--- src/rtl/rmfb_pkg.sv ---
// Shared types, codes and constants of the rotated monochrome frame store engine.
`default_nettype none

package rmfb_pkg;

   // Default panel geometry (physical pixels)
   localparam int DEF_PANEL_WIDTH  = 128;
   localparam int DEF_PANEL_HEIGHT = 64;

   // Request field widths
   localparam int OP_W    = 3;
   localparam int COORD_IN_W = 16;
   localparam int RUN_W   = 12;
   localparam int ROT_W   = 2;

   // Rotation register codes, clockwise
   localparam logic [ROT_W-1:0] ROT_0   = 2'd0;
   localparam logic [ROT_W-1:0] ROT_90  = 2'd1;
   localparam logic [ROT_W-1:0] ROT_180 = 2'd2;
   localparam logic [ROT_W-1:0] ROT_270 = 2'd3;

   // Internal coordinate widths, sized for panels of up to 256 pixels a side
   localparam int COORD_W = 8;
   localparam int CNT_W   = COORD_W + 1;

   // Page organization: 8 rows per byte
   localparam int PAGE_ROWS  = 8;
   localparam int PAGE_SHIFT = 3;
   localparam int BYTE_W     = 8;
   localparam logic [BYTE_W-1:0] FILL_LIT = 8'hFF;

   // Command queue between front and back
   localparam int QUEUE_DEPTH = 2;

   typedef enum logic [OP_W-1:0] {
      OP_SET  = 3'd0,
      OP_READ = 3'd1,
      OP_HRUN = 3'd2,
      OP_VRUN = 3'd3,
      OP_FILL = 3'd4
   } op_type;

   typedef enum logic [1:0] {
      KIND_NONE = 2'd0,
      KIND_DRAW = 2'd1,
      KIND_READ = 2'd2,
      KIND_FILL = 2'd3
   } cmd_kind_type;

   // Classified command: a clipped span along one logical axis
   typedef struct packed {
      cmd_kind_type       kind;
      logic               vertical;
      logic [COORD_W-1:0] along;
      logic [COORD_W-1:0] fixed;
      logic [CNT_W-1:0]   count;
      logic               ink;
   } cmd_type;

endpackage

`default_nettype wire

--- src/rtl/rmfb_front.sv ---
// Front end: request register, bounds check and span clipping into a command.
`default_nettype none

module rmfb_front #(
   parameter int PANEL_WIDTH  = rmfb_pkg::DEF_PANEL_WIDTH,
   parameter int PANEL_HEIGHT = rmfb_pkg::DEF_PANEL_HEIGHT
) (
   input  logic                                  clock,
   input  logic                                  reset,
   input  logic                                  accept_en,
   input  logic                                  req_valid,
   output logic                                  req_ready,
   input  logic [rmfb_pkg::OP_W-1:0]             req_op,
   input  logic signed [rmfb_pkg::COORD_IN_W-1:0] req_x_coord,
   input  logic signed [rmfb_pkg::COORD_IN_W-1:0] req_y_coord,
   input  logic [rmfb_pkg::RUN_W-1:0]            req_run_length,
   input  logic                                  req_ink,
   input  logic [rmfb_pkg::ROT_W-1:0]            rotation,
   output logic                                  push_valid,
   input  logic                                  push_ready,
   output rmfb_pkg::cmd_type                     push_cmd
);

   localparam int SPAN_W = rmfb_pkg::COORD_IN_W + 2;
   localparam logic signed [SPAN_W-1:0] WIDTH_S  = SPAN_W'(PANEL_WIDTH);
   localparam logic signed [SPAN_W-1:0] HEIGHT_S = SPAN_W'(PANEL_HEIGHT);

   logic                                   valid_ff, valid_in;
   logic [rmfb_pkg::OP_W-1:0]              op_ff;
   logic signed [rmfb_pkg::COORD_IN_W-1:0] x_ff, y_ff;
   logic [rmfb_pkg::RUN_W-1:0]             len_ff;
   logic                                   ink_ff;

   logic accept, push;
   logic vertical, is_run, fixed_ok;
   logic signed [SPAN_W-1:0] lw_s, lh_s, along_s, fixed_s, len_s;
   logic signed [SPAN_W-1:0] along_lim_s, fixed_lim_s, lo_s, end_s, hi_s, span_s;

   assign push      = valid_ff && push_ready;
   assign req_ready = accept_en && (!valid_ff || push_ready);
   assign accept    = req_valid && req_ready;

   always_comb begin
      valid_in = valid_ff;
      if (accept) begin
         valid_in = 1'b1;
      end else if (push) begin
         valid_in = 1'b0;
      end
   end

   always_ff @(posedge clock) begin
      if (reset) begin
         valid_ff <= 1'b0;
      end else begin
         valid_ff <= valid_in;
      end
   end

   always_ff @(posedge clock) begin
      if (accept) begin
         op_ff  <= req_op;
         x_ff   <= req_x_coord;
         y_ff   <= req_y_coord;
         len_ff <= req_run_length;
         ink_ff <= req_ink;
      end
   end

   // Clip the span [start, start+len) against the logical extent of its axis
   always_comb begin
      vertical    = (op_ff == rmfb_pkg::OP_VRUN);
      is_run      = (op_ff == rmfb_pkg::OP_HRUN) || vertical;
      lw_s        = rotation[0] ? HEIGHT_S : WIDTH_S;
      lh_s        = rotation[0] ? WIDTH_S : HEIGHT_S;
      along_s     = vertical ? SPAN_W'(y_ff) : SPAN_W'(x_ff);
      fixed_s     = vertical ? SPAN_W'(x_ff) : SPAN_W'(y_ff);
      along_lim_s = vertical ? lh_s : lw_s;
      fixed_lim_s = vertical ? lw_s : lh_s;
      len_s       = is_run ? signed'(SPAN_W'(len_ff)) : SPAN_W'(1);
      fixed_ok    = !fixed_s[SPAN_W-1] && (fixed_s < fixed_lim_s);
      lo_s        = along_s[SPAN_W-1] ? '0 : along_s;
      end_s       = along_s + len_s;
      hi_s        = (end_s > along_lim_s) ? along_lim_s : end_s;
      span_s      = hi_s - lo_s;

      push_cmd.vertical = vertical;
      push_cmd.along    = lo_s[rmfb_pkg::COORD_W-1:0];
      push_cmd.fixed    = fixed_s[rmfb_pkg::COORD_W-1:0];
      push_cmd.count    = (fixed_ok && (hi_s > lo_s)) ? span_s[rmfb_pkg::CNT_W-1:0] : '0;
      push_cmd.ink      = ink_ff;
      case (op_ff)
         rmfb_pkg::OP_SET,
         rmfb_pkg::OP_HRUN,
         rmfb_pkg::OP_VRUN: push_cmd.kind = rmfb_pkg::KIND_DRAW;
         rmfb_pkg::OP_READ: push_cmd.kind = rmfb_pkg::KIND_READ;
         rmfb_pkg::OP_FILL: push_cmd.kind = rmfb_pkg::KIND_FILL;
         default:           push_cmd.kind = rmfb_pkg::KIND_NONE;
      endcase
   end

   assign push_valid = valid_ff;

endmodule

`default_nettype wire

--- config.mk ---
export PLATFORM = sky130hd
export DESIGN_NAME = rmfb_front
export DESIGN_NICKNAME = d
export VERILOG_FILES = /design/src/rtl/rmfb_pkg.sv /design/src/rtl/rmfb_front.sv
export SDC_FILE = /design/constraint.sdc
export NUM_CORES = 1
export LEC_CHECK = 0
export BUFFER_PORTS_ARGS = -buffer_cell sky130_fd_sc_hd__buf_2
export CORE_MARGIN = 3
export CORE_UTILIZATION = 30
export DETAILED_ROUTE_END_ITERATION = 7
export PLACE_DENSITY = 0.6
export SYNTH_ARGS = -nofsm -noshare
export SYNTH_HDL_FRONTEND = slang
export SYNTH_SLANG_ARGS = --single-unit
--- constraint.sdc ---
create_clock -name clock -period 6.6 [get_ports clock]
set_input_delay 0.33 -clock clock [delete_from_list [all_inputs] [get_ports clock]]
set_output_delay 0.33 -clock clock [all_outputs]
set_load 0.01 [all_outputs]
Word-level counts from Yosys, hierarchy flattened

Cells that the tools add are included.

Register bits after elaboration: 49
Word-level logic and storage cells: 40

$add $sub $neg: 2
Magnitude comparators: 3
Equal/unequal tests: 4
Multiplexer cells: 13
Reduce and logical (&&, ||, !) cells: 12

Operator list:

| cell                 | count |
|---|---|
| $mux W18             | 3 |
| $mux W8              | 4 |
| $add A18 B13 Y18     | 1 |
| $gt A18 B18 Y1       | 1 |
| $gt A18 B9 Y1        | 1 |
| $lt A18 B9 Y1        | 1 |
| $mux W17             | 1 |
| $mux W12             | 1 |
| $mux W9              | 1 |
| $sub A9 B9 Y9        | 1 |
| $eq A3 B2 Y1 const B | 2 |
| $pmux W2 S3          | 1 |
| $logic_and A1 B1 Y1  | 5 |
| $eq A3 B1 Y1 const B | 1 |
| $eq A3 B3 Y1 const B | 1 |
| $logic_not A3 Y1     | 1 |
| $reduce_or A3 Y1     | 1 |
| $logic_not A1 Y1     | 2 |
| $logic_or A1 B1 Y1   | 2 |
| $mux W1              | 2 |
| $reduce_bool A2 Y1   | 1 |

Logic depth before layout (Yosys ltp)

Depth in word-level cells: 9
Mapped depth: 35
Depth with buffers taken out: 30

Least setup slack after synthesis

Ideal clock, no wire load.

Kind: reg-to-output
Start point: register op_ff[0] (netlist name)
End point: output port push_cmd[4] (netlist name)
Arrival: 6213 ps
Setup slack: 57 ps
Cell stages (with the launch flop): 36
Cells stage by stage: edfxtp_1 buf_4 nand3b_1 buf_2 buf_1 buf_1 mux2i_1 inv_1 ha_1 a21oi_1 nor2_1 nor2_1 o21ai_0 xnor2_1 ha_1 nand2_1 nor4bb_1 o2111ai_1 a21oi_1 nand4_1 o31a_1 buf_6 nand2b_1 ha_1 inv_1 fa_1 a21o_1 a21oi_1 o21ai_0 a21oi_1 o21bai_1 a21oi_1 o211ai_1 and4_1 buf_2 nor3b_1

RTL lines:

| item                   | RTL line         | source |
|---|---|---|
| from (decl)            | rmfb_front.sv:29 | `logic [rmfb_pkg::OP_W-1:0] op_ff;` |
| from (signal assigned) | rmfb_front.sv:62 | `op_ff <= req_op;` |
| to (decl)              | rmfb_front.sv:21 | `output rmfb_pkg::cmd_type push_cmd` |

==> metrics.md <==
| Metric | Value |
|---|---|
| Status | completed |
| Port bufs | 84 |
| Top cell type's share of synthesized area | 40.4% |
| CTS tree | done |
| Static Leak | 2.10 nW |
| R2R Setup Slk | 4.88 ns |
| Crit-path max FO | 4 |
| Total power | 832 uW |
| Initial Util | 31.0% |
| Post-layout util | 39.9% |
| Final ANT Viol Nets | 0 |
| Antenna cell count | 0 |
| Clk pin slew, worst setup/hold paths | 0.06 ns |
| Mapped Area | 0.00356 sq mm |
| Distinct cell type count after synthesis | 51 |
| Count leader, synth | edfxtp_1 |
| Syn_nets | 429 |
| CP Launch Type | flip-flop |
| R2r startpoint | push_valid |
| Rows | 39 |
| Largest net degree at the start of global routing | 49 |
| # hold bufs at CTS | 0 |
| Post-route DRC violation count | 0 |
| Syn Inst Count | 343 |
| Die width | 115 um |
| FMAX | 157 MHz |
| R2R Path End | y_ff[14] |
| Async SR Flop Fraction | 0% |
| Vias per cell | 4.89 |
| Share of cells above drive strength 1 | 36.5% |
| Post-synth top flop | edfxtp_1 |
| GRT Overall Usage | 12.8% |
| DIE HEIGHT | 115 um |
| Cell taking the most area after synthesis | edfxtp_1 |
| Maximum VDD drop | 0.0811 mV |
| DR WL/cell | 14.9 um |
| Min Tclk post-route | 6.37 ns |
| Worst Skew | 0.00234 ns |
| Drt total wl | 8.80 mm |
| # fillers | 1,149 |
| Final setup violation count | 0 |
| Detailed Routing Iterations Pass 1 | 4 |
| Fin. Hold Viols | 0 |
| Longest Clk Path Bufs | 2 |
| Crit path capture type | primary output |
| Yosys warnings | 0 |
| Worst Hold Path Cells | 2 |
| Total core area | 0.0115 sq mm |
| NumNets Final | 534 |
| CP required | 6.27 ns |
| Clk root buf | clkbuf_16 |
| Pins Over Slew Limit | 0 |
| Worst Path Arrival | 6.04 ns |
| Slowest library cell on the worst path | edfxtp_1 |
| Vias in the first global route | 2,755 |
| Worst Max-Slew Pin Slew | 0.964 ns |
| Placement Setup Slack | 0.109 ns |
| Sequential area share after synthesis | 41.0% |
| Setup TNS | 0 ns |
| Clock Latency Late Sink | 0.28 ns |
| Synth-to-Final Area Change | 29.0% |
| Gpl congestion | 0.863 |
| RSZ-0062 raised after global routing | yes |
| DR iter-0 viols | 143 |
| Initial antenna violation count | 0 |
| Seq cells post-synth | 49 |
| Largest cells by area after synthesis | edfxtp_1, ha_1, mux2_2, mux2i_1, and2_1 |
| Die Area | 0.0132 sq mm |
| Synth cell count leaders | edfxtp_1, ha_1, inv_1 |
| WHS Endpoint | push_valid |
| Total gr overflow | 0 |
| First-pass GRT wire length | 13.4 mm |
| Hold Crit Class | input port to flip-flop |
| CTS H-tree depth | 2 |
| Vias | 2,886 |
| HP Start | reset |
| Rel. slew slack | 35.7% |
| TritonCTS Buffers | 5 |
| Reg2Reg Depth | 4 |
| Cell Pwr Density | 181 mW/mm^2 |
| Average size of a mapped cell | 10.4 sq um |
| CP max stage delay | 0.43 ns |
| Clock sink total | 49 |
| Period utilization | 96.5% |
| Ports | 86 |
| Number of synthesized flops with an enable pin | 48 |
| Crit path kind | flip-flop to primary output |
| Hold WS | 0.197 ns |
| Max-cap violations | 0 |
| Placed wire-length estimate | 6.82 mm |
| Worst Slack Setup Final | 0.229 ns |
[cell families (layout without fill, tap and decap cells)]
logic type | count (synthesis) | after routing | synth area share, %
XOR/XNOR | 19 | 19 | 4.88
flip-flops | 49 | 49 | 41.0
adder cells (fa/ha/maj) | 31 | 31 | 11.3
multiplexers | 30 | 30 | 9.06
buffers and inverters | 39 | 142 | 4.84
AND/OR/NAND/NOR | 115 | 116 | 17.9
AO/OA/AOI/OAI | 60 | 60 | 11.0
[worst max path at each step]
stage | end | cells past startpoint | start
finish | push_cmd[3] | 33 | op_ff[2]
CTS | push_cmd[4] | 31 | op_ff[2]
detailed placement | push_cmd[4] | 30 | op_ff[2]
global route | push_cmd[4] | 27 | op_ff[2]
global placement | push_cmd[4] | 30 | op_ff[2]
floorplan | push_cmd[4] | 35 | op_ff[0]
[critical path, delay by kind of cell, from the launching register on]
kind	cells	cell delay, ns
buffers and inverters	6	0.58
AO/OA/AOI/OAI	13	2.05
flip-flops	1	0.43
AND/OR/NAND/NOR	7	1.16
XOR/XNOR	1	0.12
multiplexers	1	0.22
adder cells (fa/ha/maj)	5	1.17
[power by group]
part           internal, mW  total, mW  switching [mW]
Combinational         0.112      0.233           0.121
Clock                 0.135      0.234          0.0983
Sequential            0.359      0.365         0.00677
Total                 0.606      0.832           0.226
[repair_timing]
action                     4_1_cts  5_1_grt
cloned                           0        1
setup endpoints to repair        9        9
resized for setup                6       35
pin swaps                        1       30
buffers inserted                 4       14
[layer usage]
| layer | vias to the layer above | track usage (%) | part of all wire (%) | routed length [um] |
|---|---|---|---|---|
| li1 | 1444 | - | - | - |
| met1 | 1364 | 17.4 | 46 | 4080 |
| met2 | 74 | 20.9 | 48 | 4220 |
| met3 | 4 | 2.16 | 4.8 | 420 |
| met4 | 0 | 3.60 | 0.87 | 77 |
| met5 | - | 0 | 0 | 0 |
[layout make-up]
type	count	area, sq um	area share [%]
inverter	27	101	2.20
clock buffer	5	125	2.72
timing repair buffer	109	631	13.7
sequential	49	1460	31.8
tap	143	179	3.89
multi-input combinational	256	2090	45.6
clock inverter	1	5.00	0.109
[layout by cell type, fill, tap and decap left out, drive strengths merged, types with 7 or more instances in the layout]
master  instances
nor2b           9
buf           109
inv            27
nand2b          8
o21ai           7
and2           20
nand2          26
a21o           11
a21oi          21
ha             29
mux2i          15
mux2           15
nor2           15
xnor2          13
edfxtp         48
[state kept, by name, summed over array words and instances (netlist names)]
register	count
x_ff	16
y_ff	16
len_ff	12
op_ff	3
ink_ff	1
push_valid	1
[stage by stage]
| stage | cells | instance area (sq um) |
|---|---|---|
| after floorplan | 343 | 3560 |
| after global placement | 565 | 4150 |
| after detailed placement | 565 | 4150 |
| after CTS | 575 | 4330 |
| after global routing | 590 | 4600 |
| final | 590 | 4600 |
(Power assumes the default switching activity.)
