**src/rtl/rmfb_pkg.sv**
```systemverilog
// Shared types, codes and constants of the rotated monochrome frame store engine.
`default_nettype none

package rmfb_pkg;

   // Default panel geometry (physical pixels)
   localparam int DEF_PANEL_WIDTH  = 128;
   localparam int DEF_PANEL_HEIGHT = 64;

   // Request field widths
   localparam int OP_W    = 3;
   localparam int COORD_IN_W = 16;
   localparam int RUN_W   = 12;
   localparam int ROT_W   = 2;

   // Rotation register codes, clockwise
   localparam logic [ROT_W-1:0] ROT_0   = 2'd0;
   localparam logic [ROT_W-1:0] ROT_90  = 2'd1;
   localparam logic [ROT_W-1:0] ROT_180 = 2'd2;
   localparam logic [ROT_W-1:0] ROT_270 = 2'd3;

   // Internal coordinate widths, sized for panels of up to 256 pixels a side
   localparam int COORD_W = 8;
   localparam int CNT_W   = COORD_W + 1;

   // Page organization: 8 rows per byte
   localparam int PAGE_ROWS  = 8;
   localparam int PAGE_SHIFT = 3;
   localparam int BYTE_W     = 8;
   localparam logic [BYTE_W-1:0] FILL_LIT = 8'hFF;

   // Command queue between front and back
   localparam int QUEUE_DEPTH = 2;

   typedef enum logic [OP_W-1:0] {
      OP_SET  = 3'd0,
      OP_READ = 3'd1,
      OP_HRUN = 3'd2,
      OP_VRUN = 3'd3,
      OP_FILL = 3'd4
   } op_type;

   typedef enum logic [1:0] {
      KIND_NONE = 2'd0,
      KIND_DRAW = 2'd1,
      KIND_READ = 2'd2,
      KIND_FILL = 2'd3
   } cmd_kind_type;

   // Classified command: a clipped span along one logical axis
   typedef struct packed {
      cmd_kind_type       kind;
      logic               vertical;
      logic [COORD_W-1:0] along;
      logic [COORD_W-1:0] fixed;
      logic [CNT_W-1:0]   count;
      logic               ink;
   } cmd_type;

endpackage

`default_nettype wire

```
**src/rtl/rmfb_queue.sv**
```systemverilog
// Short command queue decoupling the front end from the store sequencer.
`default_nettype none

module rmfb_queue (
   input  logic              clock,
   input  logic              reset,
   input  logic              push_valid,
   output logic              push_ready,
   input  rmfb_pkg::cmd_type push_cmd,
   output logic              pop_valid,
   input  logic              pop,
   output rmfb_pkg::cmd_type pop_cmd
);

   localparam int DEPTH = rmfb_pkg::QUEUE_DEPTH;
   localparam int PTR_W = (DEPTH > 1) ? $clog2(DEPTH) : 1;
   localparam int CNT_W = $clog2(DEPTH + 1);

   rmfb_pkg::cmd_type entry_ff [DEPTH];
   logic [PTR_W-1:0]  wr_ptr_ff, wr_ptr_in, rd_ptr_ff, rd_ptr_in;
   logic [CNT_W-1:0]  count_ff, count_in;
   logic              do_push, do_pop;

   assign push_ready = (count_ff != CNT_W'(DEPTH));
   assign pop_valid  = (count_ff != '0);
   assign do_push    = push_valid && push_ready;
   assign do_pop     = pop && pop_valid;
   assign pop_cmd    = entry_ff[rd_ptr_ff];

   always_comb begin
      wr_ptr_in = wr_ptr_ff;
      rd_ptr_in = rd_ptr_ff;
      count_in  = count_ff;
      if (do_push) begin
         wr_ptr_in = (wr_ptr_ff == PTR_W'(DEPTH - 1)) ? '0 : wr_ptr_ff + 1'b1;
      end
      if (do_pop) begin
         rd_ptr_in = (rd_ptr_ff == PTR_W'(DEPTH - 1)) ? '0 : rd_ptr_ff + 1'b1;
      end
      if (do_push && !do_pop) begin
         count_in = count_ff + 1'b1;
      end else if (do_pop && !do_push) begin
         count_in = count_ff - 1'b1;
      end
   end

   always_ff @(posedge clock) begin
      if (reset) begin
         wr_ptr_ff <= '0;
         rd_ptr_ff <= '0;
         count_ff  <= '0;
      end else begin
         wr_ptr_ff <= wr_ptr_in;
         rd_ptr_ff <= rd_ptr_in;
         count_ff  <= count_in;
      end
   end

   always_ff @(posedge clock) begin
      if (do_push) begin
         entry_ff[wr_ptr_ff] <= push_cmd;
      end
   end

endmodule

`default_nettype wire

```
**config.mk**
```make
export PLATFORM = sky130hd
export DESIGN_NAME = rmfb_queue
export DESIGN_NICKNAME = d
export VERILOG_FILES = /design/src/rtl/rmfb_pkg.sv /design/src/rtl/rmfb_queue.sv
export SDC_FILE = /design/constraint.sdc
export NUM_CORES = 1
export LEC_CHECK = 0
export ABC_AREA = 1
export BUFFER_PORTS_ARGS = -buffer_cell sky130_fd_sc_hd__clkbuf_2
export CELL_PAD_IN_SITES_DETAIL_PLACEMENT = 1
export CELL_PAD_IN_SITES_GLOBAL_PLACEMENT = 1
export CORE_MARGIN = 2
export CORE_UTILIZATION = 38
export DETAILED_ROUTE_END_ITERATION = 12
export GPL_TIMING_DRIVEN = 0
export PLACE_DENSITY_LB_ADDON = 0.12
export SLEW_MARGIN = 10
export SYNTH_ARGS = -nofsm -noshare
export SYNTH_HDL_FRONTEND = slang
export SYNTH_SLANG_ARGS = --single-unit
export TNS_END_PERCENT = 10
```
**constraint.sdc**
```tcl
create_clock -name clock -period 2.3 [get_ports clock]
set_clock_uncertainty 0.05 [all_clocks]
set_input_delay 0.345 -clock clock [delete_from_list [all_inputs] [get_ports clock]]
set_output_delay 0.345 -clock clock [all_outputs]
set_load 0.02 [all_outputs]
```
### Word-level counts from Yosys, hierarchy flattened

Memory sizes are Yosys's and may differ from the RTL's. A register that Yosys moved wholly into a read port is not among the register bits.
Cells that the tools add are included.

* memories: 1
* bits in read-only memories: 0
* latch bits: 0
* bits in registers: 4
* word-level logic and storage cells: 25
* output and inout port bits: 31
* bits of input ports: 33
* memory bits (writable): 58

* shifts and indexed selects: 0
* $add $sub $neg: 4
* equal/unequal tests: 1
* mux-type cells: 8
* $mul: 0
* bitwise gates (word level): 0
* divide/modulo/power cells: 0
* $lt $le $gt $ge: 0
* reductions and logical operators: 8

Memories
* entry_ff: depth 2, width 29, read ports 1, clocked after Yosys merged registers in 1, wr ports 1, line rmfb_queue.sv:19 `rmfb_pkg::cmd_type entry_ff [DEPTH];`

Operators with widths (count)
* 1-bit 2-to-1 mux: 6
* 1-bit logical AND: 4
* 2-bit 2-to-1 mux: 2
* 2-bit nonzero test: 2
* 1-bit adder (second input constant): 2
* 2-bit by 1-bit adder with 2-bit output (second input constant): 1
* 1-bit zero test: 2
* 2-bit inequality test (second input constant): 1
* 2-bit by 1-bit subtractor with 2-bit output (second input constant): 1

### Longest topological paths before layout

Gate-level depths: netlist (run 1).

* word-level depth: 6
* mapped depth: 11
* mapped depth without buffers: 11

### Worst setup path before layout (run 1)

No wires, ideal clock.

* path kind: register to register
* start point: register count_ff[0]
* end point: memory entry_ff[0][0] (netlist bit) (enable)
* buffers on the path: 0
* cell stages (with the launch flop): 5
* library setup time: 0.415 ns
* data required time: 1.835 ns
* clock period less this slack: 2.396 ns
* setup slack: -0.096 ns
* arrival: 1.931 ns
* path through: dfxtp_1 inv_1 nand2_1 nand2_1 nor2_1

* cells in the longest elaborated chain, start to end: 4

RTL lines
* start, declared: line rmfb_queue.sv:21 `logic [CNT_W-1:0] count_ff, count_in;`
* start signal, assigned: line rmfb_queue.sv:55 `count_ff <= count_in;`
* 2-bit inequality test: line rmfb_queue.sv:24 `assign push_ready = (count_ff != CNT_W'(DEPTH));`
* named net push_ready: line rmfb_queue.sv:8 `output logic push_ready,`
* 1-bit logical AND: line rmfb_queue.sv:26 `assign do_push = push_valid && push_ready;`
* 1-bit 2-to-1 mux: line rmfb_queue.sv:60 `if (do_push) begin`
* 1-bit 2-to-1 mux (not written as such): line rmfb_queue.sv:61 `entry_ff[wr_ptr_ff] <= push_cmd;`
* end, declared: line rmfb_queue.sv:19

The timed path passes the listed nets, and every way through them passes these cells.

### Worst setup path after layout (run 1)

* start point: register count_ff[0]
* end point: memory entry_ff[1][7] (netlist bit) (enable)

* cells in the longest elaborated chain, start to end: 4

RTL lines (line)
* 2-bit inequality test: rmfb_queue.sv:24
* 1-bit logical AND: rmfb_queue.sv:26
* 1-bit 2-to-1 mux: rmfb_queue.sv:60
* 1-bit 2-to-1 mux (not written as such): rmfb_queue.sv:61

No other way between the ends.

==> results of run 1 <==
## layer usage
metal | GRT usage [%] | routed length (um) | vias up | part of all wire (%)
met3 | 3.579 | 225 | 4 | 5.3
met4 | 6.706 | 47 | 0 | 1.1
met1 | 13.33 | 1551 | 610 | 37
li1 | - | - | 620 | -
met2 | 24.12 | 2413 | 40 | 57
met5 | 0 | 0 | - | 0
## sequential cells by signal (all words and copies together), names as in the netlist, named ones only
signal / flops
rd_ptr_ff: 1
entry_ff: 58
wr_ptr_ff: 1
count_ff: 2
## final cells by class
class,instances,share of cell area [%]
flip-flops and latches,63,61.85
multi-input cells,53,16.39
repair buffers,63,10.59
clock buffers,12,4.538
well taps,75,3.151
clock inverters,4,1.555
inverters,8,1.008
plain buffers,3,0.9244
## worst paths after layout
check | slack, ps | endpoint | start | cells after the start
max | 430 | entry_ff[1][7] | count_ff[0] | 4
min | 170 | entry_ff[0][8] | push_cmd[8] | 1
max reg2reg | 430 | entry_ff[1][7] | count_ff[0] | 4
min reg2reg | 470 | rd_ptr_ff | rd_ptr_ff | 2
## worst register-to-register path: cells and delay by family (launching register included)
family | cells | cell delay (ps)
DFF | 1 | 330
buffers and inverters | 1 | 90
and+or+nand+nor | 3 | 990
## cell usage after synthesis, drive strengths merged
cell	count	area, um^2
a21oi	2	10.01
buf	3	27.52
dfxtp	5	100.1
edfxtp	58	1742
ha	1	12.51
inv	8	30.03
mux2	29	364.1
nand2	9	33.78
nand3	2	10.01
nand4	1	6.260
nor2	7	26.28
o21ai	2	10.01
## report_power, final
group	switching [uW]	internal, uW	leakage, uW
Sequential	50.3	1450	0.000582
Clock	377	496	0.0000880
Combinational	576	372	0.000512
Total	1000	2320	0.00118
## logic make-up after synthesis
family                     Yosys count  synth area share [%]
AOI/OAI and AO/OA                    4                0.8439
adders and majority gates            1                0.5273
buffers and inverters               11                 2.426
DFF                                 63                 77.64
muxes                               29                 15.35
and+or+nand+nor                     19                 3.218
## through the flow
| step | std cells | utilization (%) | hold slack [ps] | power [uW] | TNS, ps |
|---|---|---|---|---|---|
| global route | 281 | 49.71 | 142.6 | 3497 | 0 |
| finish | 281 | 49.71 | 166.5 | 3325 | 0 |
| CTS | 281 | 49.71 | 149.9 | 3380 | 0 |
| floorplan | 127 | - | 393.9 | 2184 | -5579 |
| detailed placement | 265 | 46.68 | 455.2 | 2497 | 0 |
| global placement | 265 | 46.43 | 437.1 | 2440 | -35460 |
==> flow_results.org, run 1 <==
** Timing
- Worst slew margin relative to its limit :: 38.20%
- Number of max-slew violations in the final report :: 0
- Post-route minimum period :: 1871 ps
- Hold Violations, Final :: 0
- At the pin with the least slew margin, the transition time is 924.8 ps.
- Final Setup Violations :: 0
- After layout, the worst setup slack is 429.0 ps.
- Of the available clock period, the critical path in the final layout requires 81.35%.
- Highest attainable clock frequency :: 534.5 MHz
- Setup repair after global routing left no endpoint under its margin.

** Layout
- Most frequent standard cell in the layout excluding fill and tap cells :: sky130_fd_sc_hd__clkbuf_2
- Area growth from synthesis to layout :: 25.53%
- Antenna fix cells :: 0
- After the last flow step, the layout net total stands at 235.
- In the final layout, the share of cells above drive strength 1 is 52.91%.
- # fillers :: 588
- Post-route standard cell area excluding fillers :: 2978 um^2
- In the final layout, flip-flops and latches occupy 1842 um^2.
- In the layout the commonest cells are sky130_fd_sc_hd__clkbuf_2, sky130_fd_sc_hd__edfxtp_1, sky130_fd_sc_hd__mux2_2.
- The multi-input combinational cells in the finished layout cover a total of 488.0 um^2.

** Synthesis
- The synthesized netlist contains 14 unique library cells.
- During synthesis, Yosys emitted a total of 0 warnings.
- The average instance in the mapped netlist occupies 18.68 um^2.
- Synthesis produced 127 cells.
- Post-synthesis sequential element count :: 63
- The synthesized netlist occupies a cell area of 2372 um^2.
- Synthesis produced a netlist with a net count of 161.
- Sequential-to-total area share from yosys stat :: 77.64%

** Clock tree
- Clock tree synthesis selected as its root buffer the cell sky130_fd_sc_hd__clkbuf_8.
- Post CTS Setup Buffer Count :: 0
- Clock-pin slew was measured on the worst setup and hold paths at 70 ps.
- Number of buffers on the longest clock path :: 2
- The number of clock buffers added by TritonCTS is 9.
- Counting every sink on the clock net gives 63.
- Clock latency on the worst-skew pair, taken at its later pin, is 320 ps.
- The clock tree synthesis step divided the H-tree into 3 levels.
- Buffers inserted to repair hold after CTS numbered 0.
- Post-cts gate resize count :: 0
- Clock tree from TritonCTS :: yes

** Die
- For this design the top-level I/O count stands at 64.
- Floorplan row count :: 28
- The die is 83.01 um wide.
- Effective utilization at floorplan :: 39.60%
- The region available for standard cell placement spans 5991 um^2.
- The floorplan step defined a die boundary enclosing 6891 um^2.
- Die height :: 83.01 um

** Routing
- Per-cell routed wire length :: 15.08 um
- Total number of vias :: 1274
- Number of vias per cell :: 4.534
- In this run, the number of DRC markers left after iteration 0 of detailed routing was 83.
- Detail Route Antenna Nets :: 0
- After detailed routing, the number of remaining DRC violations is 0.
- Iteration count of the initial detailed-routing pass :: 4
- For this block, the routed nets add up to 4237 um of wire.

** Worst setup path
- Family with the most delay on the worst path :: simple AND/OR/NAND/NOR gates
- Critical path endpoint category :: register
- Data required, critical path :: 2190 ps
- Highest fanout seen on the critical path :: 29
- Counting both buffers and inverters, the worst setup path holds a total of 1.
- Data arrival time of the worst path :: 1760 ps
- Critical-path cell list :: inv_1 > nand2_1 > nand2_1 > nor2_4
- The critical path is of the register to register type.
- STA classifies the critical path startpoint as a register.
- Slowest CP cell :: sky130_fd_sc_hd__nor2_4
- Max incr delay on CP :: 740 ps
- Critical path's most frequent cell :: sky130_fd_sc_hd__nand2_1

** Placement
- Final estimated routing congestion in global placement :: 0.6760
- Estimated wirelength of the detail-placed design :: 2940 um
- DP Area :: 2796 um^2
- Timing analysis after detailed placement gives a worst setup slack of 433.9 ps.
- In this run the tool buffered the top-level ports with 63 buffer cells.

** Worst hold path
- The path class of the tightest hold or removal check is primary input to register.

** Global routing
- Global-route wire length before repair :: 6768 um
- The number of global-route vias before repair is 1437.
- All-layer global routing usage :: 13.05%
- Pin count of the biggest net entering global routing :: 30
- Total global routing overflow :: 0
- Antenna violations before repair :: 0

** Pwr
- IR Drop Worst-Case VDD :: 0.5610 mV
- For this design the static power due to leakage is 0.001182 uW.
- Power spread over the standard cell area amounts to 1117 nW/um^2.

** Run status
- Result of the run :: complete, no violations

** Run
- Across the run, the number of max-cap violations was 0.
No activity file was read; power rests on OpenSTA's default activity.
==> run 2, diff against run 1 <==
Settings changed: ABC_AREA 1 to 0.
Clock period 2.3 ns to 1.62 ns, I/O delays scaled along.
==> run 2 against run 1 <==
Compared with the run above: the flow now finishes with violations (setup timing); clock-buffer cell count fell by 3; global-route usage rose by 0.67 points; wire length rose by 5.7%; sequential share of layout area fell by 4.8 points; sequential cell count did not move; die area fell by 2.5%; combinational power rose by 100%; power rose by 56%; critical path type is now register to output port.
==> flow_results.org, run 2 <==
** Clock tree
- The root buffer cell chosen for the clock tree is sky130_fd_sc_hd__clkbuf_8.
- Number of buffers on the longest clock path :: 2
- After clock tree synthesis, the clock-pin slew on the worst setup and hold paths is 70 ps.
- Clock insertion delay at the later pin of the skew report :: 330 ps
- Number of hold buffers added after CTS :: 0
- The clock drives 63 sinks.
- Clock tree from TritonCTS :: yes
- H-tree Lvls :: 3
- Clock tree synthesis inserted a total of 9 buffers.

** Synthesis
- Sorting the synthesized cells by area gives the leading types as sky130_fd_sc_hd__edfxtp_1, sky130_fd_sc_hd__mux2_2, sky130_fd_sc_hd__dfxtp_1.
- By instance count, the leading cell after synthesis is sky130_fd_sc_hd__edfxtp_1.
- Number of distinct library cells after synthesis :: 18
- Cell type contributing the most total cell area after synthesis :: sky130_fd_sc_hd__edfxtp_1
- Synth Warn # :: 0
- Post-synth ARST share :: 0%
- Post-synthesis net count :: 148
- EDFF count, synth :: 58
- After synthesis the netlist holds a flip-flop and latch count of 63.
- Top-area cell type share of the netlist area :: 75.37%
- Post-Syn Instances :: 114
- Top cells by instance count after synthesis :: sky130_fd_sc_hd__edfxtp_1, sky130_fd_sc_hd__mux2_2, sky130_fd_sc_hd__dfxtp_1
- Post-synthesis mux area share :: 14.13%
- Sequential-to-total area share from yosys stat :: 79.70%
- Synth Area in Compound Gates :: 1.299%
- Post-synth design cell area :: 2311 um^2
- Syn_area_per_cell :: 20.27 um^2
- Primary FF master, synth :: sky130_fd_sc_hd__edfxtp_1
- After synthesis, the largest family of logic cells by area is multiplexers.
- Of the total synthesized cell area, the portion taken by AND, OR, NAND and NOR gates is 2.166%.
- The synthesized netlist devotes 0.5414% of its cell area to adder and majority cells.
- Synthesized-area fraction occupied by xor and xnor cells :: 1.137%

** Timing
- The worst pin sits at a relative slew slack of 71.57%.
- The final number of max-transition violations was 0.
- Of the available clock period, the critical path in the final layout requires 104.3%.
- Worst hold-check slack :: 44.36 ps
- Subtracting the final worst setup slack from the clock period gives 1690 ps.
- Worst Tran Pin Value :: 426.4 ps
- Setup violations remaining at the end of the flow were counted as 20.
- Across all setup checks in the final design, the least slack found is -69.75 ps.
- Unrepaired setup endpoints after global routing :: true
- Highest attainable clock frequency :: 591.8 MHz
- The number of hold violations in the final report is 0.
- Setup total negative slack on the finished layout was measured at -1084 ps.

** Routing
- After the first detailed-routing iteration, the DRC count stood at 58.
- Iteration count of the initial detailed-routing pass :: 4
- After detailed routing, the number of vias per cell comes to 4.635.
- For this run, design rule violations remaining after detail routing come to 0.
- Per-cell routed wire length :: 16.34 um
- Across all layers, the routed design uses 1270 vias.
- Detail Route Antenna Nets :: 0
- The final layout contains routed wiring with a total length of 4477 um.

** Layout
- Area growth from synthesis to layout :: 39.90%
- The repair_antennas step left the layout with diodes totalling 0.
- The finished layout holds 274 standard cells, fillers aside.
- Largest registers :: entry_ff (58), count_ff (2)
- In the final layout, the share of cells above drive strength 1 is 62.31%.
- entry_ff holds more flip-flops than any other register.
- Most used cells in the layout excluding fill and tap cells :: sky130_fd_sc_hd__edfxtp_1, sky130_fd_sc_hd__clkbuf_2, sky130_fd_sc_hd__mux2_4
- Leaving out fill and tap cells, the most frequent cell in the layout is sky130_fd_sc_hd__edfxtp_1.
- Max reg flops :: 58
- The net count of the finished layout is 228.

** Run
- Number of maximum-capacitance violations :: 0

** Die
- The initial utilization of the core area, before any placement, comes to 39.26%.
- Horizontal die dimension :: 81.99 um
- 64 I/O pins were placed.
- From bottom edge to top edge, the die measures 81.99 um.
- The die covers 6722 um^2.
- Row generation in the floorplan step produced 28 rows.
- The total area inside the core boundary comes to 5886 um^2.

** Placement
- Routability-driven placement finished with a final weighted congestion of 0.7265.
- Buffers on Ports :: 63
- Detailed placement finished with a half-perimeter wire length of 2711 um.
- # placed instances :: 252

** Global routing
- Entering global routing, the biggest net connects 30 pins.
- Antenna violations before repair :: 0
- Via count of the first global-routing pass :: 1373
- Global-route wire length before repair :: 6417 um
- The total overflow left after global routing is 0.
- For this run, the total global-route usage over all layers was measured as 13.73%.

** Worst setup path
- STA puts the critical path data required time at 1330 ps.
- The startpoint identified for the worst register-to-register timing path is count_ff[0].
- Highest fanout seen on the critical path :: 5
- Startpoint type of the worst setup path :: register
- STA classifies the critical path endpoint as an output port.
- The critical path is of the register to output port type.
- Data arrival time of the worst path :: 1400 ps

** Worst hold path
- Min-Delay Path Class :: primary input to register
- The startpoint identified for the worst hold timing path is push_cmd[16].

** Run status
- Result of the run :: finished, violations left
- Violated checks :: setup timing

** Pwr
- Power Density :: 1603 nW/um^2
- IR Drop Worst-Case VDD :: 0.8251 mV
- Leakage dissipation :: 0.001251 uW
[run 2: cell count changes in the layout (fill, tap and decap cells not counted), moves of 3 or more]
cell	change
sky130_fd_sc_hd__clkbuf_2	-19
sky130_fd_sc_hd__buf_6	+12
sky130_fd_sc_hd__buf_8	+9
sky130_fd_sc_hd__nand2_1	-9
sky130_fd_sc_hd__inv_1	-8
sky130_fd_sc_hd__mux2_2	-8
sky130_fd_sc_hd__mux2_4	+8
sky130_fd_sc_hd__clkbuf_1	-3
sky130_fd_sc_hd__clkinvlp_4	+3
sky130_fd_sc_hd__dfxtp_1	-3
sky130_fd_sc_hd__dfxtp_2	+3
sky130_fd_sc_hd__xor2_1	+3
[run 2: area by class of cell]
class | count | area (um^2)
repair buffers | 68 | 531.8
fillers | 544 | 2653
well taps | 75 | 93.84
flip-flops and latches | 63 | 1846
plain buffers | 3 | 41.29
inverters | 1 | 7.507
clock inverters | 7 | 40.04
clock buffers | 9 | 123.9
multi-input cells | 47 | 541.8
repair inverters | 1 | 7.507
[run 2: power breakdown]
group	internal (uW)	total (uW)	switching, uW	leakage [uW]
registers	2050	2130	87.9	0.000584
logic	1010	1930	921	0.000590
clock network	538	1120	583	0.0000777
total	3590	5180	1590	0.00125
[run 2: cell families (layout without fill, tap and decap cells)]
kind of cell | count (synthesis) | count (layout)
multiplexers | 29 | 29
XOR/XNOR | 3 | 3
AND/OR/NAND/NOR | 9 | 9
AO/OA/AOI/OAI | 5 | 5
flip-flops | 63 | 63
buffers and inverters | 4 | 89
adder cells (fa/ha/maj) | 1 | 1
[run 2: metal layers]
metal  part of all wire (%)  wire length (um)  track usage, %
met1                     39              1765           13.91
met2                     54              2434           25.04
met3                    4.2               190           3.736
met4                    1.9                86           8.000
met5                      0                 0               0
[run 2: worst paths after layout]
kind                     end  slack (ps)  cells past startpoint
max               pop_cmd[8]         -70                      4
min          entry_ff[0][16]          40                      1
max reg2reg  entry_ff[0][25]          40                      3
min reg2reg         register         480                      2
[run 2: critical path, cell delays in order (launching register included)]
cell and delay, ps:
sky130_fd_sc_hd__dfxtp_2 350, sky130_fd_sc_hd__buf_8 140, sky130_fd_sc_hd__buf_4 110, sky130_fd_sc_hd__mux2_2 310, sky130_fd_sc_hd__buf_2 160
[run 2: timing repair]
item	CTS	global route
buffers inserted	3	1
pin swaps	0	1
endpoints found under the setup margin	88	88
cloned	1	1
resized for setup	30	60
[run 2: stage by stage]
step           total power [uW]  instance area [um^2]  utilization (%)  worst slack [ps]
3_5_place_dp               3520                  2733            46.43            -204.8
3_3_place_gp               3462                  2733            46.43            -114.1
6_report                   5183                  3233            54.93            -69.75
2_1_floorplan              3084                  2323                -             51.31
5_1_grt                    5434                  3233            54.93            -125.6
4_1_cts                    4918                  3055            51.91            -183.6
==> run 3, diff against run 2 <==
Settings changed: MAX_ROUTING_LAYER set to met4, REMOVE_ABC_BUFFERS set to 1.
==> run 3 against run 2 <==
Compared with the run above: the run still ends with setup timing left; die area stayed put; first-iteration DRC count fell by 24%; via count shrank 1.2%; critical endpoint is now pop_cmd[15].
==> flow_results.org, run 3 (synthesis gave the netlist of run 2 again) <==
** Layout
- Max reg flops :: 58
- Area growth from synthesis to layout :: 28.75%
- Summing all non-filler instances in the final layout gives an area of 2975 um^2.
- Antenna fix cells :: 0
- # fillers :: 586
- The largest registers in the layout are entry_ff (58), count_ff (2).
- More flip-flops sit in one register than any other, and that register is entry_ff.
- In the layout the commonest cells are sky130_fd_sc_hd__edfxtp_1, sky130_fd_sc_hd__clkbuf_2, sky130_fd_sc_hd__mux2_2.
- Leaving out fill and tap cells, the most frequent cell in the layout is sky130_fd_sc_hd__edfxtp_1.
- The net count of the finished layout is 223.
- Of the cells placed in the final design, the portion with a size suffix greater than 1 is 62.37%.

** Die
- Placeable core region :: 5886 um^2
- I/O pin cnt :: 64
- In this run the horizontal extent of the chip is 81.99 um.
- The die is 81.99 um tall.
- For this configuration, the core starts out at a cell density of 39.26%.
- The die covers 6722 um^2.
- The initialized floorplan defines 28 standard-cell rows.

** Global routing
- Antenna violations before repair :: 0
- Pin count of the biggest net entering global routing :: 30
- The first global-routing pass estimated 6403 um of wire.
- For this run the aggregate overflow at the end of global routing stands at 0.
- The number of global-route vias before repair is 1319.
- All-layer global routing usage :: 14.38%

** Worst setup path
- Slowest CP cell :: sky130_fd_sc_hd__dfxtp_4
- STA classifies the critical path startpoint as a register.
- Endpoint of the worst-slack reg-to-reg timing path :: count_ff[1]
- Data arrives at the worst endpoint at 1370 ps.
- Grouping stages by cell kind, the critical path spends the most delay in flip-flops.
- For flop-to-flop paths, the worst setup slack is 40 ps.
- The largest single stage delay on the critical path is 370 ps.
- Highest fanout seen on the critical path :: 15
- The startpoint identified for the worst register-to-register timing path is count_ff[0].
- Traced cell by cell, the critical path runs through buf_12 > mux2_2 > clkbuf_2.
- For the worst flop-to-flop path, the logic depth is 6.
- STA classifies the critical path endpoint as an output port.
- The critical path is of the register to output port type.
- Data required, critical path :: 1330 ps
- The critical path contains buffers and inverters numbering 2 combined.

** Pwr
- Power Density :: 1588 nW/um^2
- Summed over all cells, the static leakage comes to 0.001119 uW.
- Total power after layout :: 4725 uW
- Across the VDD grid, the largest voltage drop is 0.8694 mV.

** Run status
- Result of the run :: finished, violations left
- The checks that failed: setup timing.

** Clock tree
- CTS saw 63 sinks.
- H-tree Lvls :: 3
- TritonCTS created 9 clock buffers.
- The longest clock path from root to sink contains 2 buffers.
- Cell at the root of the clock tree :: sky130_fd_sc_hd__clkbuf_8
- Buffers inserted to repair hold after CTS numbered 0.
- TritonCTS built the clock tree.
- After clock tree synthesis, the clock-pin slew on the worst setup and hold paths is 60 ps.
- Clock insertion delay at the later pin of the skew report :: 330 ps

** Placement
- Summing all placed instances gives a cell area of 2703 um^2.
- Buffers on Ports :: 63
- Estimated wirelength of the detail-placed design :: 2566 um
- The congestion estimate from routability-driven global placement came to 0.6091.

** Timing
- Worst slew margin relative to its limit :: 70.68%
- For the pin with the worst max-slew slack, the measured transition is 439.7 ps.
- Final Setup Violations :: 29
- Post-route minimum period :: 1659 ps
- Number of max-slew violations in the final report :: 0
- Setup repair after global routing could not meet its margin everywhere.
- Setup total negative slack :: -674.2 ps
- Timing would allow up to 602.7 MHz.
- Once routing completed, OpenROAD measured the worst setup slack at -39.17 ps.
- After layout, the worst path uses 102.4% of the clock period.
- Hold Violations, Final :: 0

** Routing
- Number of vias per cell :: 4.665
- In this run the remaining antenna-violating nets after routing total 0.
- After detailed routing, the number of remaining DRC violations is 0.
- Detailed Route Iter0 Violations :: 44
- After detailed routing, the average wire length per cell comes to 15.86 um.
- Total number of vias :: 1255
- The first detailed-routing pass ran for 4 iterations.
- Final wirelength :: 4267 um

** Run
- Number of maximum-capacitance violations :: 0

** Worst hold path
- The worst hold path belongs to the class primary input to register.
- Hold Path Stages :: 1
- The path with the worst hold slack has its endpoint at entry_ff[0][18].
- The startpoint identified for the worst hold timing path is push_cmd[18].
## run 3: cell count changes in the layout (fill, tap and decap cells not counted), moves of 6 or more
cell / previous run / this run
sky130_fd_sc_hd__buf_8: 9 / 0
sky130_fd_sc_hd__clkbuf_2: 44 / 38
sky130_fd_sc_hd__mux2_4: 18 / 0
sky130_fd_sc_hd__buf_6: 14 / 0
sky130_fd_sc_hd__mux2_2: 11 / 29
sky130_fd_sc_hd__buf_2: 1 / 22
## run 3: per-stage QoR
step	instances	hold WS (ps)	util (%)	setup WS, ps
floorplan	111	262.1	-	-311.9
global placement	249	381.6	45.88	-558.9
detailed placement	249	388.6	45.92	-511.6
CTS	269	35.84	50.04	-69.64
global route	269	30.89	50.55	-97.53
finish	269	48.73	50.55	-39.17
## run 3: layout make-up
cell class	count	area, um^2	share of cell area (%)
multi-input cells	47	479.2	16.11
inverters	1	7.507	0.2523
clock inverters	5	25.02	0.8410
clock buffers	11	131.4	4.415
well taps	75	93.84	3.154
repair inverters	1	7.507	0.2523
repair buffers	66	382.9	12.87
flip-flops and latches	63	1848	62.11
## run 3: worst max-delay path by stage
stage	start	endpoint	slack, ps	cells past startpoint
2_1_floorplan	count_ff[0]	entry_ff[1][0]	-310	2
3_3_place_gp	count_ff[0]	entry_ff[1][3]	-560	2
3_5_place_dp	count_ff[0]	entry_ff[0][3]	-510	3
4_1_cts	register	pop_cmd[15]	-70	3
5_1_grt	register	pop_cmd[15]	-100	3
6_report	register	pop_cmd[15]	-40	3
## run 3: where the power goes
part / total, uW / switching, uW / internal (uW)
Combinational: 1490 / 823 / 663
Sequential: 2140 / 88.5 / 2050
Clock: 1100 / 560 / 542
## run 3: routing by layer
metal	track usage (%)	up-vias	part of all wire (%)
met3	4.835	9	6.4
met2	23.17	47	51
met4	8.000	0	2.6
met5	-	-	0
met1	15.60	609	40
li1	-	590	-
## run 3: timing repair
item,4_1_cts,5_1_grt
resized for setup,7,33
buffers inserted,3,0
gates cloned,1,0
endpoints found under the setup margin,88,44
